### config.mk
export PLATFORM = sky130hd
export DESIGN_NAME = horn_pulse_controller_flat
export DESIGN_NICKNAME = d
export VERILOG_FILES = /design/src/rtl/hpc_pkg.sv /design/src/rtl/hpc_if.sv /design/src/rtl/hpc_cfg.sv /design/src/rtl/hpc_core.sv /design/src/rtl/horn_pulse_controller.sv /design/src/flat_wrapper.sv
export SDC_FILE = /design/constraint.sdc
export NUM_CORES = 1
export LEC_CHECK = 0
export ABC_CLOCK_PERIOD_IN_PS = 6950
export BUFFER_PORTS_ARGS = -buffer_cell sky130_fd_sc_hd__buf_2
export CAP_MARGIN = 15
export CORE_MARGIN = 2
export CORE_UTILIZATION = 35
export DETAILED_ROUTE_END_ITERATION = 10
export SYNTH_ARGS = -nofsm -noshare
export SYNTH_HDL_FRONTEND = slang
export SYNTH_SLANG_ARGS = --single-unit
### constraint.sdc
create_clock -name clk -period 6.95 [get_ports clk]
set_input_delay 0 -clock clk [delete_from_list [all_inputs] [get_ports clk]]
set_output_delay 0 -clock clk [all_outputs]
set_load 0.02 [all_outputs]
### src/rtl/hpc_pkg.sv
// Shared types, register indexes, reset values and the pulse length clamp
// for the horn pulse controller. No dependencies.
`default_nettype none
package hpc_pkg;

  localparam int unsigned PulseW    = 13;
  localparam int unsigned LockW     = 10;
  localparam int unsigned DebW      = 6;
  localparam int unsigned HoldW     = 7;
  localparam int unsigned CountW    = 16;
  localparam int unsigned CmdW      = 16;
  localparam int unsigned CfgIndexW = 3;
  localparam int unsigned CfgDataW  = 13;

  localparam logic [CfgIndexW-1:0] REG_MIN_PULSE    = 3'd0;
  localparam logic [CfgIndexW-1:0] REG_MAX_PULSE    = 3'd1;
  localparam logic [CfgIndexW-1:0] REG_BUTTON_PULSE = 3'd2;
  localparam logic [CfgIndexW-1:0] REG_LOCKOUT      = 3'd3;
  localparam logic [CfgIndexW-1:0] REG_DEBOUNCE     = 3'd4;

  localparam logic [PulseW-1:0] MIN_PULSE_RST    = 13'd100;
  localparam logic [PulseW-1:0] MAX_PULSE_RST    = 13'd5000;
  localparam logic [PulseW-1:0] BUTTON_PULSE_RST = 13'd1500;
  localparam logic [LockW-1:0]  LOCKOUT_RST      = 10'd500;
  localparam logic [DebW-1:0]   DEBOUNCE_RST     = 6'd30;

  localparam logic [HoldW-1:0]  HOLD_MAX  = '1;
  localparam logic [CountW-1:0] COUNT_MAX = '1;

  localparam logic SRC_REMOTE = 1'b0;
  localparam logic SRC_BUTTON = 1'b1;

  typedef struct packed {
    logic [PulseW-1:0] min_pulse;
    logic [PulseW-1:0] max_pulse;
    logic [PulseW-1:0] button_pulse;
    logic [LockW-1:0]  lockout;
    logic [DebW-1:0]   debounce;
  } hpc_cfg_t;

  typedef struct packed {
    logic              button_down;
    logic              command_valid;
    logic [CmdW-1:0]   command_ms;
  } hpc_item_t;

  typedef struct packed {
    logic              horn_active;
    logic              fired;
    logic              fire_source;
    logic [CountW-1:0] fire_count;
  } hpc_result_t;

  // Lower clamp first, then the upper clamp, so crossed bounds give the maximum.
  function automatic logic [PulseW-1:0] clamp_len(input logic signed [CmdW-1:0] req,
                                                  input logic [PulseW-1:0] lo,
                                                  input logic [PulseW-1:0] hi);
    logic signed [CmdW:0] v;
    logic signed [CmdW:0] lo_s;
    logic signed [CmdW:0] hi_s;
    lo_s = $signed({4'b0, lo});
    hi_s = $signed({4'b0, hi});
    v = (CmdW+1)'(req);
    if (v < lo_s) v = lo_s;
    if (v > hi_s) v = hi_s;
    return v[PulseW-1:0];
  endfunction

  function automatic logic [CountW-1:0] sat_inc(input logic [CountW-1:0] c);
    return (c == COUNT_MAX) ? c : c + 1'b1;
  endfunction

endpackage
`default_nettype wire

### src/rtl/hpc_if.sv
// Valid/ready channel interfaces for the tick input and the result output.
// Depends on hpc_pkg for the field widths.
`default_nettype none
interface hpc_in_if;
  import hpc_pkg::*;
  logic                 valid;
  logic                 ready;
  logic                 button_down;
  logic                 command_valid;
  logic signed [CmdW-1:0] command_ms;
  modport source (output valid, button_down, command_valid, command_ms, input ready);
  modport sink   (input valid, button_down, command_valid, command_ms, output ready);
endinterface

interface hpc_out_if;
  import hpc_pkg::*;
  logic              valid;
  logic              ready;
  logic              horn_active;
  logic              fired;
  logic              fire_source;
  logic [CountW-1:0] fire_count;
  modport source (output valid, horn_active, fired, fire_source, fire_count, input ready);
  modport sink   (input valid, horn_active, fired, fire_source, fire_count, output ready);
endinterface
`default_nettype wire

### src/rtl/hpc_cfg.sv
// Configuration register file, written through the plain write port.
// Depends on hpc_pkg.
`default_nettype none
module hpc_cfg (
  input  wire logic                          clk,
  input  wire logic                          rst_n,
  input  wire logic                          cfg_we,
  input  wire logic [hpc_pkg::CfgIndexW-1:0] cfg_index,
  input  wire logic [hpc_pkg::CfgDataW-1:0]  cfg_data,
  output hpc_pkg::hpc_cfg_t                  cfg
);
  import hpc_pkg::*;

  hpc_cfg_t cfg_r;
  hpc_cfg_t cfg_nxt;

  always_comb begin
    cfg_nxt = cfg_r;
    if (cfg_we) begin
      case (cfg_index)
        REG_MIN_PULSE:    cfg_nxt.min_pulse    = cfg_data[PulseW-1:0];
        REG_MAX_PULSE:    cfg_nxt.max_pulse    = cfg_data[PulseW-1:0];
        REG_BUTTON_PULSE: cfg_nxt.button_pulse = cfg_data[PulseW-1:0];
        REG_LOCKOUT:      cfg_nxt.lockout      = cfg_data[LockW-1:0];
        REG_DEBOUNCE:     cfg_nxt.debounce     = cfg_data[DebW-1:0];
        default:          cfg_nxt = cfg_r;
      endcase
    end
  end

  always_ff @(posedge clk) begin
    if (!rst_n) begin
      cfg_r <= '{MIN_PULSE_RST, MAX_PULSE_RST, BUTTON_PULSE_RST, LOCKOUT_RST, DEBOUNCE_RST};
    end else begin
      cfg_r <= cfg_nxt;
    end
  end

  assign cfg = cfg_r;

endmodule
`default_nettype wire

### src/rtl/hpc_core.sv
// Tick state (pulse, lockout, debounce, trigger count) and the single-pass
// update that turns one tick into one result. Depends on hpc_pkg.
`default_nettype none
module hpc_core (
  input  wire logic                clk,
  input  wire logic                rst_n,
  input  wire logic                step,
  input  wire hpc_pkg::hpc_item_t  item,
  input  wire hpc_pkg::hpc_cfg_t   cfg,
  output hpc_pkg::hpc_result_t     result
);
  import hpc_pkg::*;

  logic [PulseW-1:0] pulse_left_r, pulse_left_nxt;
  logic [LockW-1:0]  lockout_left_r, lockout_left_nxt;
  logic              ever_fired_r, ever_fired_nxt;
  logic              button_held_r, button_held_nxt;
  logic [HoldW-1:0]  hold_ticks_r, hold_ticks_nxt;
  logic [CountW-1:0] trigger_total_r, trigger_total_nxt;

  logic [PulseW-1:0] pulse_dec;
  logic [LockW-1:0]  lock_dec;
  logic              cmd_fire;
  logic              btn_fire;
  logic [LockW-1:0]  lock_mid;
  logic              ever_mid;
  logic [CountW-1:0] total_mid;

  always_comb begin
    pulse_dec = (pulse_left_r != '0) ? pulse_left_r - 1'b1 : pulse_left_r;
    lock_dec  = (lockout_left_r != '0) ? lockout_left_r - 1'b1 : lockout_left_r;

    cmd_fire  = item.command_valid && (!ever_fired_r || lock_dec == '0);
    lock_mid  = cmd_fire ? cfg.lockout : lock_dec;
    ever_mid  = ever_fired_r | cmd_fire;
    total_mid = cmd_fire ? sat_inc(trigger_total_r) : trigger_total_r;

    button_held_nxt = item.button_down;
    hold_ticks_nxt  = '0;
    btn_fire        = 1'b0;
    if (item.button_down && button_held_r) begin
      hold_ticks_nxt = (hold_ticks_r == HOLD_MAX) ? hold_ticks_r : hold_ticks_r + 1'b1;
      btn_fire = (hold_ticks_nxt > {1'b0, cfg.debounce}) && (!ever_mid || lock_mid == '0);
    end

    if (btn_fire) begin
      pulse_left_nxt = clamp_len(CmdW'({3'b0, cfg.button_pulse}), cfg.min_pulse,
                                 cfg.max_pulse);
    end else if (cmd_fire) begin
      pulse_left_nxt = clamp_len(item.command_ms, cfg.min_pulse, cfg.max_pulse);
    end else begin
      pulse_left_nxt = pulse_dec;
    end
    lockout_left_nxt  = btn_fire ? cfg.lockout : lock_mid;
    ever_fired_nxt    = ever_mid | btn_fire;
    trigger_total_nxt = btn_fire ? sat_inc(total_mid) : total_mid;

    result.horn_active = (pulse_left_nxt != '0);
    result.fired       = cmd_fire | btn_fire;
    result.fire_source = btn_fire ? SRC_BUTTON : SRC_REMOTE;
    result.fire_count  = trigger_total_nxt;
  end

  always_ff @(posedge clk) begin
    if (!rst_n) begin
      pulse_left_r    <= '0;
      lockout_left_r  <= '0;
      ever_fired_r    <= 1'b0;
      button_held_r   <= 1'b0;
      hold_ticks_r    <= '0;
      trigger_total_r <= '0;
    end else if (step) begin
      pulse_left_r    <= pulse_left_nxt;
      lockout_left_r  <= lockout_left_nxt;
      ever_fired_r    <= ever_fired_nxt;
      button_held_r   <= button_held_nxt;
      hold_ticks_r    <= hold_ticks_nxt;
      trigger_total_r <= trigger_total_nxt;
    end
  end

  a_fire_sets_ever: assert property (@(posedge clk) disable iff (!rst_n)
    step && result.fired |=> ever_fired_r)
    else $error("firing did not mark the controller as having fired");

  a_count_holds: assert property (@(posedge clk) disable iff (!rst_n)
    step && !result.fired |=> $stable(trigger_total_r))
    else $error("trigger count moved without a firing");

  a_count_saturates: assert property (@(posedge clk) disable iff (!rst_n)
    trigger_total_r == COUNT_MAX |=> trigger_total_r == COUNT_MAX)
    else $error("trigger count wrapped");

  a_idle_holds_pulse: assert property (@(posedge clk) disable iff (!rst_n)
    !step |=> $stable(pulse_left_r) && $stable(lockout_left_r))
    else $error("timers moved without a tick");

endmodule
`default_nettype wire

### src/rtl/horn_pulse_controller.sv
// Horn pulse controller top level: input register, tick update and result register.
// Depends on hpc_pkg, hpc_if, hpc_cfg and hpc_core.
//
// Each input beat on in_beat is one millisecond tick carrying the button level and
// an optional remote command with a signed requested length. Each tick yields
// exactly one result beat on out_beat: horn level after the tick, whether a
// trigger was accepted, its source and the saturating trigger count.
// A beat is taken into the input register on acceptance; at the next edge on
// which the output register is free or being taken, the state is updated and the
// result is loaded into the output register, from which it is offered.
// Throughput is one tick per clock cycle while the receiver keeps out_beat.ready
// high: the state update is a single combinational pass, and the input register
// refills while the output register is being taken.
// When the receiver stalls, the result holds in the output register, one tick
// waits in the input register and in_beat.ready then drops until out_beat moves.
// Configuration writes on cfg_we/cfg_index/cfg_data take effect at the next edge;
// indexes beyond the register list are ignored. Synchronous reset (rst_n low)
// empties both registers, restores the register defaults and clears all state.
`default_nettype none
module horn_pulse_controller (
  input  wire logic                          clk,
  input  wire logic                          rst_n,
  hpc_in_if.sink                             in_beat,
  hpc_out_if.source                          out_beat,
  input  wire logic                          cfg_we,
  input  wire logic [hpc_pkg::CfgIndexW-1:0] cfg_index,
  input  wire logic [hpc_pkg::CfgDataW-1:0]  cfg_data
);
  import hpc_pkg::*;

  hpc_cfg_t    cfg;
  hpc_item_t   item_r;
  logic        item_valid_r;
  hpc_result_t result;
  hpc_result_t result_r;
  logic        out_valid_r;
  logic        step;

  hpc_cfg u_cfg (
    .clk       (clk),
    .rst_n     (rst_n),
    .cfg_we    (cfg_we),
    .cfg_index (cfg_index),
    .cfg_data  (cfg_data),
    .cfg       (cfg)
  );

  hpc_core u_core (
    .clk    (clk),
    .rst_n  (rst_n),
    .step   (step),
    .item   (item_r),
    .cfg    (cfg),
    .result (result)
  );

  assign step          = item_valid_r && (!out_valid_r || out_beat.ready);
  assign in_beat.ready = !item_valid_r || step;

  always_ff @(posedge clk) begin
    if (!rst_n) begin
      item_valid_r <= 1'b0;
      out_valid_r  <= 1'b0;
    end else begin
      if (in_beat.ready) begin
        item_valid_r <= in_beat.valid;
      end
      if (step) begin
        out_valid_r <= 1'b1;
      end else if (out_beat.ready) begin
        out_valid_r <= 1'b0;
      end
    end
  end

  always_ff @(posedge clk) begin
    if (in_beat.valid && in_beat.ready) begin
      item_r <= '{in_beat.button_down, in_beat.command_valid, in_beat.command_ms};
    end
    if (step) begin
      result_r <= result;
    end
  end

  assign out_beat.valid       = out_valid_r;
  assign out_beat.horn_active = result_r.horn_active;
  assign out_beat.fired       = result_r.fired;
  assign out_beat.fire_source = result_r.fire_source;
  assign out_beat.fire_count  = result_r.fire_count;

endmodule
`default_nettype wire

### src/flat_wrapper.sv
// flat-port wrapper written by rule: the top's interface ports become plain ports
module horn_pulse_controller_flat import hpc_pkg::*;
  (clk, rst_n, cfg_we, cfg_index, cfg_data, in_beat_valid, in_beat_button_down, in_beat_command_valid, in_beat_command_ms, in_beat_ready, out_beat_valid, out_beat_horn_active, out_beat_fired, out_beat_fire_source, out_beat_fire_count, out_beat_ready);
  hpc_in_if in_beat_i ();
  hpc_out_if out_beat_i ();
  input  wire logic clk;
  input  wire logic rst_n;
  input  wire logic cfg_we;
  input  wire logic [hpc_pkg::CfgIndexW-1:0] cfg_index;
  input  wire logic [hpc_pkg::CfgDataW-1:0] cfg_data;
  input wire logic [$bits(in_beat_i.valid)-1:0] in_beat_valid;
  input wire logic [$bits(in_beat_i.button_down)-1:0] in_beat_button_down;
  input wire logic [$bits(in_beat_i.command_valid)-1:0] in_beat_command_valid;
  input wire logic [$bits(in_beat_i.command_ms)-1:0] in_beat_command_ms;
  output wire logic [$bits(in_beat_i.ready)-1:0] in_beat_ready;
  output wire logic [$bits(out_beat_i.valid)-1:0] out_beat_valid;
  output wire logic [$bits(out_beat_i.horn_active)-1:0] out_beat_horn_active;
  output wire logic [$bits(out_beat_i.fired)-1:0] out_beat_fired;
  output wire logic [$bits(out_beat_i.fire_source)-1:0] out_beat_fire_source;
  output wire logic [$bits(out_beat_i.fire_count)-1:0] out_beat_fire_count;
  input wire logic [$bits(out_beat_i.ready)-1:0] out_beat_ready;
  assign in_beat_i.valid = in_beat_valid;
  assign in_beat_i.button_down = in_beat_button_down;
  assign in_beat_i.command_valid = in_beat_command_valid;
  assign in_beat_i.command_ms = in_beat_command_ms;
  assign in_beat_ready = in_beat_i.ready;
  assign out_beat_valid = out_beat_i.valid;
  assign out_beat_horn_active = out_beat_i.horn_active;
  assign out_beat_fired = out_beat_i.fired;
  assign out_beat_fire_source = out_beat_i.fire_source;
  assign out_beat_fire_count = out_beat_i.fire_count;
  assign out_beat_i.ready = out_beat_ready;
  horn_pulse_controller u_core (.clk(clk), .rst_n(rst_n), .in_beat(in_beat_i), .out_beat(out_beat_i), .cfg_we(cfg_we), .cfg_index(cfg_index), .cfg_data(cfg_data));
endmodule
==> results of run 1 <==
-- kinds of logic (layout without fill, tap and decap cells) --
logic type	Yosys count	count (layout)
simple gates	438	438
compound gates	257	257
buf+inv	113	191
xor+xnor	35	35
mux	73	73
flops	142	142
fa+ha+maj	62	62
-- timing repair --
action,in CTS,in global routing
endpoints found under the setup margin,0,0
hold buffers,36,1
endpoints found under the hold margin,75,1
setup buffers,0,0
-- path summary, 6_finish.rpt --
check	start	end	slack (ps)	depth (start not counted)
min reg2reg	u_core.u_cfg.cfg[5]	u_core.u_cfg.cfg[5]	470	2
min	cfg_index[0]	u_core.u_cfg.cfg[30]	20	5
max	u_core.u_cfg.cfg[43]	u_core.out_beat.horn_active	870	25
max reg2reg	u_core.u_cfg.cfg[43]	u_core.out_beat.horn_active	870	25
-- cell usage in the layout (no fill, tap or decap), types with 5 or more instances in the layout --
cell type and n:
buf_4 14, inv_1 46, a31oi_1 13, buf_2 59, and4_1 5, nand2b_1 12
nand3_1 43, dfxtp_1 105, nand4_1 12, a211oi_1 16, nor4_1 16, a22oi_1 9
or3_1 11, mux2i_1 42, a21oi_1 84, ha_1 62, xnor2_1 21, or4_1 7
edfxtp_1 37, inv_6 6, o21ai_0 20, dlygate4sd3_1 37, xor2_1 14, nor2_1 83
a21o_1 19, mux2_2 29, o211ai_1 25, nor3_1 28, nand2_1 181, clkbuf_16 17
o21a_1 5, and3_1 12
-- metal layers --
metal	track usage, %	up-vias
met2	30.3	239
met3	3.17	28
met1	26.0	3977
li1	-	4235
met5	0	-
met4	4.61	0
-- state kept, by name, indices dropped and copies added (netlist names) --
signal and flops:
u_core.u_cfg.cfg 55, u_core.item_r 18, u_core.out_beat.fire_count 16, u_core.u_core.trigger_total_r 16, u_core.u_core.pulse_left_r 13, u_core.u_core.lockout_left_r 10, u_core.u_core.hold_ticks_r 7, u_core.item_valid_r 1
u_core.out_beat.fire_source 1, u_core.out_beat.fired 1, u_core.out_beat.horn_active 1, u_core.out_beat.valid 1, u_core.u_core.button_held_r 1, u_core.u_core.ever_fired_r 1
-- layout make-up --
cell class	count	area, sq um
clock buffer	17	425
tap	341	427
fill	2691	15800
sequential	142	3210
timing repair buffer	110	771
inverter	49	184
clock inverter	15	150
multi-input combinational	865	5770
-- metrics by stage --
stage	util [%]	hold WS (ps)	power, mW
after floorplan	-	98.9	1.27
after global placement	37.4	177	1.40
final	40.9	19.6	2.32
after detailed placement	37.4	178	1.40
after CTS	40.9	126	2.33
after global routing	40.9	23.4	2.43
-- worst max-delay path, stage by stage, from the launching register on --
cell	delay (ps)
dfxtp_1	360
inv_1	90
ha_1	290
a21o_1	150
a21o_1	170
a21o_1	170
a21o_1	170
a21o_1	170
a21o_1	170
a21oi_1	130
o21ai_0	110
a41oi_1	230
ha_1	530
mux2_2	420
ha_1	310
a21o_1	200
a21o_1	190
a211o_1	280
a21oi_1	160
a311oi_2	60
buf_4	220
mux2i_1	170
a21oi_1	100
or4_1	530
o31ai_1	280
nand4_1	150
-- power by group through the flow --
stage | Clock, mW | Sequential (mW) | Combinational (mW)
6_report | 0.912 | 0.919 | 0.489
5_1_grt | 0.967 | 0.924 | 0.539
4_1_cts | 0.930 | 0.919 | 0.484
3_5_place_dp | 0 | 0.937 | 0.465
3_3_place_gp | 0 | 0.937 | 0.464
2_1_floorplan | 0 | 0.929 | 0.345
==> reports/qor.yml, run 1 <==
status: "completed"
cp_data_arrival_time_ps: 6230
crit_fanout: 15
clockPowerShare_pct: 39.3
intPower_mw: 1.58
synth_ff_type: "dfxtp_1"
postPlaceCellArea_sq_um: 9980
ant_nets: 0
setup_viol: 0
cts.clk_slew.worst_paths_ps: 70
post-route-min-period_ps: 6080
area_delta_synth_final_pct: 16.1
synth-seq-cells: 142
drc_errors: 0
initial_core_util_pct: 35.2
p_seq_share_pct: 39.6
combPwrFrac_pct: 21.1
fin_setup_tns_ps: 0
start_kind: "register"
die_area_sq_um: 28200
worst_hold_path_type: "in2reg"
yosys-top-cells-area: "dfxtp_1 (22%), edfxtp_1 (12%), ha_1 (8.2%)"
p_sw_share_pct: 31.7
drv_cap: 0
period_share_pct: 87.5
synth_compound_area_share_pct: 19.2
slew_violations: 0
htree_num_levels: 4
grt_max_degree: 67
clock.fmax_mhz: 164
antenna_cells: 0
grt_pass1_wl_mm: 42.4
async_flop_share_pct: 0
overflow: 0
core_sq_um: 26700
grtUsageTotal_pct: 18.7
leakage_nw: 4.19
ios: 60
synthCells: 1120
die_x_um: 168
firstDrtPassIters: 5
yosysMostFrequentCell: "nand2_1"
yosys_warnings: 0
skew_ps: 15.2
synth_top_family_by_area: "simple AND/OR/NAND/NOR gates"
drive_above_1_share_pct: 13.7
hold_viol: 0
wire_per_inst_um: 17.1
switchingPower_mw: 0.736
synthSimpleGateAreaFrac_pct: 22.2
gp_congestion: 0.895
die-height_um: 168
synth_fa_ha_area_share_pct: 8.23
clock_path_buffers: 2
vias_per_cell: 5.51
powerDensity_nw_per_um2: 212
wl_met2_mm: 11.8
syn_area_sq_um: 9420
dr_total_vias: 8479
antenna_found_initial: 0
placementRows: 60
synth_edf_count: 37
cp-end-kind: "register"
route.met3.wl_mm: 1.33
synth_largest_area_cell: "dfxtp_1"
synth_xor_area_share_pct: 3.25
cts_root_buffer: "clkbuf_16"
grt_setup_unrepaired: "false"
routed_wl_mm: 26.3
cts_buffers: 17
synth_seq_area_share_pct: 34.1
drt_iter0_drc: 600
grt_pass1_vias: 7893
setup.worst_path.class: "reg2reg"
ir_worst_vdd_mv: 0.114
design_area_sq_um: 10900
dp.cells: 1469
ys_types: 82
clock_latency_ps: 430
synth.top_cell.area_share_pct: 22.3
muxShareOfSynthArea_pct: 8.21
clock_sinks: 142
numPortBuffers: 59
hpwlAfterDp_mm: 18.7
syn-num-nets: 1221
ys_top_cells_by_count: "nand2_1 (181), dfxtp_1 (105), a21oi_1 (84)"
synth.avg_cell_area_sq_um: 8.41
worstMarginPinSlew_ps: 1020
cts_resized: 0
preCtsSetupSlack_ps: 976
cts_tree: "done"
highest_layer: "met4"
setup_ws_ps: 870
stdcell_count: 1539
wl_met1_mm: 12.7
required_ps: 7100
slew-limit-headroom_pct: 32.1
fin_nets: 1286
No activity file was read; power rests on OpenSTA's default activity.
==> inputs of run 2 (changes only) <==
- PLACE_DENSITY: not set -> 0.59
- SYNTH_HIERARCHICAL: not set -> 1
==> reports/qor.yml, run 2 <==
cp_data_arrival_time_ps: 6630
synthSimpleGateAreaFrac_pct: 21.7
slew_violations: 0
cts.clk_slew.worst_paths_ps: 70
dr_total_vias: 7974
synth-seq-cells: 142
required_ps: 7100
syn-num-nets: 1164
worstMarginPinSlew_ps: 898
powerDensity_nw_per_um2: 209
fillers: 2622
ios: 60
setup.worst_path.class: "reg2reg"
synth_xor_area_share_pct: 2.77
setup_viol: 0
cts_root_buffer: "clkbuf_16"
synth_seq_area_share_pct: 33.9
hold_ws_ps: 38.0
drive_above_1_share_pct: 14.5
cp_num_buf_inv: 3
postCtsSetupBuffers: 0
crit_fanout: 10
slew-limit-headroom_pct: 40.0
hold_viol: 0
clock_path_buffers: 2
initial_core_util_pct: 35.4
grt_pass1_vias: 7386
ant_nets: 0
mostFrequentLayoutCells: "dfxtp_1 (105), nand2_1 (105), mux2i_1 (97)"
clock.fmax_mhz: 154
ir_worst_vdd_mv: 0.149
firstDrtPassIters: 5
gp_congestion: 0.916
fin_setup_tns_ps: 0
synthCells: 1063
die_area_sq_um: 28400
grtUsageTotal_pct: 18.1
preCtsSetupSlack_ps: 570
area_delta_synth_final_pct: 15.5
yosys-top-cells-area: "dfxtp_1 (22%), edfxtp_1 (12%), mux2i_1 (10%)"
die-height_um: 169
largest_reg_flops: 55
clock_latency_ps: 430
routed_wl_mm: 25.6
numPortBuffers: 59
setup_ws_ps: 466
worst_hold_path_type: "in2reg"
skew_ps: 17.9
drv_cap: 0
period_share_pct: 93.3
synth.top_cell.area_share_pct: 22.1
drt_iter0_drc: 617
ys_top_cells_by_count: "dfxtp_1 (105), nand2_1 (105), mux2i_1 (97)"
grt_setup_unrepaired: "false"
core_sq_um: 26800
cpPeakStageDelay_ps: 510
cts_tree: "done"
muxShareOfSynthArea_pct: 14.3
vias_per_cell: 5.40
multiInputGateArea_sq_um: 5850
stdcell_count: 1478
htree_num_levels: 4
yosys_warnings: 6
post-route-min-period_ps: 6480
placementRows: 60
wire_per_inst_um: 17.3
clock_sinks: 142
synth_fa_ha_area_share_pct: 8.17
leakage_nw: 4.51
grt_pass1_wl_mm: 40.9
final-seq-area_sq_um: 3210
ys_types: 86
synth_largest_area_cell: "dfxtp_1"
cpMostUsedCell: "a21o_1"
cp_slowest_cell: "or4_1"
cts_buffers: 17
synth_compound_area_share_pct: 14.5
drc_errors: 0
status: "completed"
synth_top_family_by_area: "simple AND/OR/NAND/NOR gates"
antenna_found_initial: 0
hpwlAfterDp_mm: 18.8
grt_max_degree: 81
cp-end-kind: "register"
start_kind: "register"
fin_nets: 1225
die_x_um: 169
synth.avg_cell_area_sq_um: 8.93
synth_edf_count: 37
critical_path.top_delay_family: "compound AO/OA/AOI/OAI gates"
dp.cells: 1412
overflow: 0
antenna_cells: 0
synth_ff_type: "dfxtp_1"
syn_area_sq_um: 9490
async_flop_share_pct: 0
run 2: cell types whose count changed in the layout (fill, tap and decap cells not counted), moves of 7 or more:
cell	delta
o211ai_1	-12
or3_1	-7
o21ai_0	+32
nand3_1	-16
a21o_1	-8
nand2_1	-76
a21oi_1	-48
mux2i_1	+55
nor2b_1	+44
a211oi_1	-11
run 2: cell families after synthesis:
kind of cell    after synthesis
simple gates                388
compound gates              201
flops                       142
mux                         131
buf+inv                     109
fa+ha+maj                    62
xor+xnor                     30
run 2: where the power goes:
part	internal, mW	switching, mW	total, mW	leakage (nW)
Sequential	0.881	0.0351	0.917	1.20
Clock	0.535	0.391	0.925	0.296
Combinational	0.186	0.262	0.448	3.01
run 2: through the flow:
stage          total power [mW]  util, %  area, sq um
4_1_cts                    2.31     40.9        11000
3_5_place_dp               1.36     37.5        10000
3_3_place_gp               1.36     37.5        10000
2_1_floorplan              1.25        -         9490
6_report                   2.29     40.9        11000
5_1_grt                    2.40     40.9        11000
run 2: layer usage:
metal | up-vias | share of wire [%] | global-route usage [%] | routed length (um)
met4 | 0 | 1.6 | 5.10 | 411
met3 | 28 | 4.2 | 2.57 | 1070
met1 | 3751 | 49 | 26.1 | 12600
met2 | 202 | 45 | 28.4 | 11500
li1 | 3993 | - | - | -
met5 | - | 0 | 0 | 0
run 2: repair_timing:
item | in CTS | in global routing
gates resized for setup | 0 | 0
hold endpoints to repair | 67 | 0
hold buffers | 34 | 0
run 2: final timing paths:
kind                                           start                           to  slack, ps  cells after the start
worst max-delay path            u_core/u_cfg/cfg[43]  u_core/out_beat.horn_active        470                     29
worst min register to register   u_core/u_cfg/cfg[0]          u_core/u_cfg/cfg[0]        480                      2
worst max register to register  u_core/u_cfg/cfg[43]  u_core/out_beat.horn_active        470                     29
worst min-delay path                    cfg_index[0]         u_core/u_cfg/cfg[43]         40                      3
run 2: final cells by class:
type	instances	share of cell area, %
Multi-Input combinational cell	812	53.3
Sequential cell	142	29.3
Timing Repair Buffer	103	6.48
Clock buffer	20	4.27
Tap cell	341	3.89
Inverter	48	1.64
Clock inverter	12	1.10
run 2: worst min-delay path, stage by stage:
cell,delay [ps]
buf_2,150
nor4b_2,130
mux2i_1,140
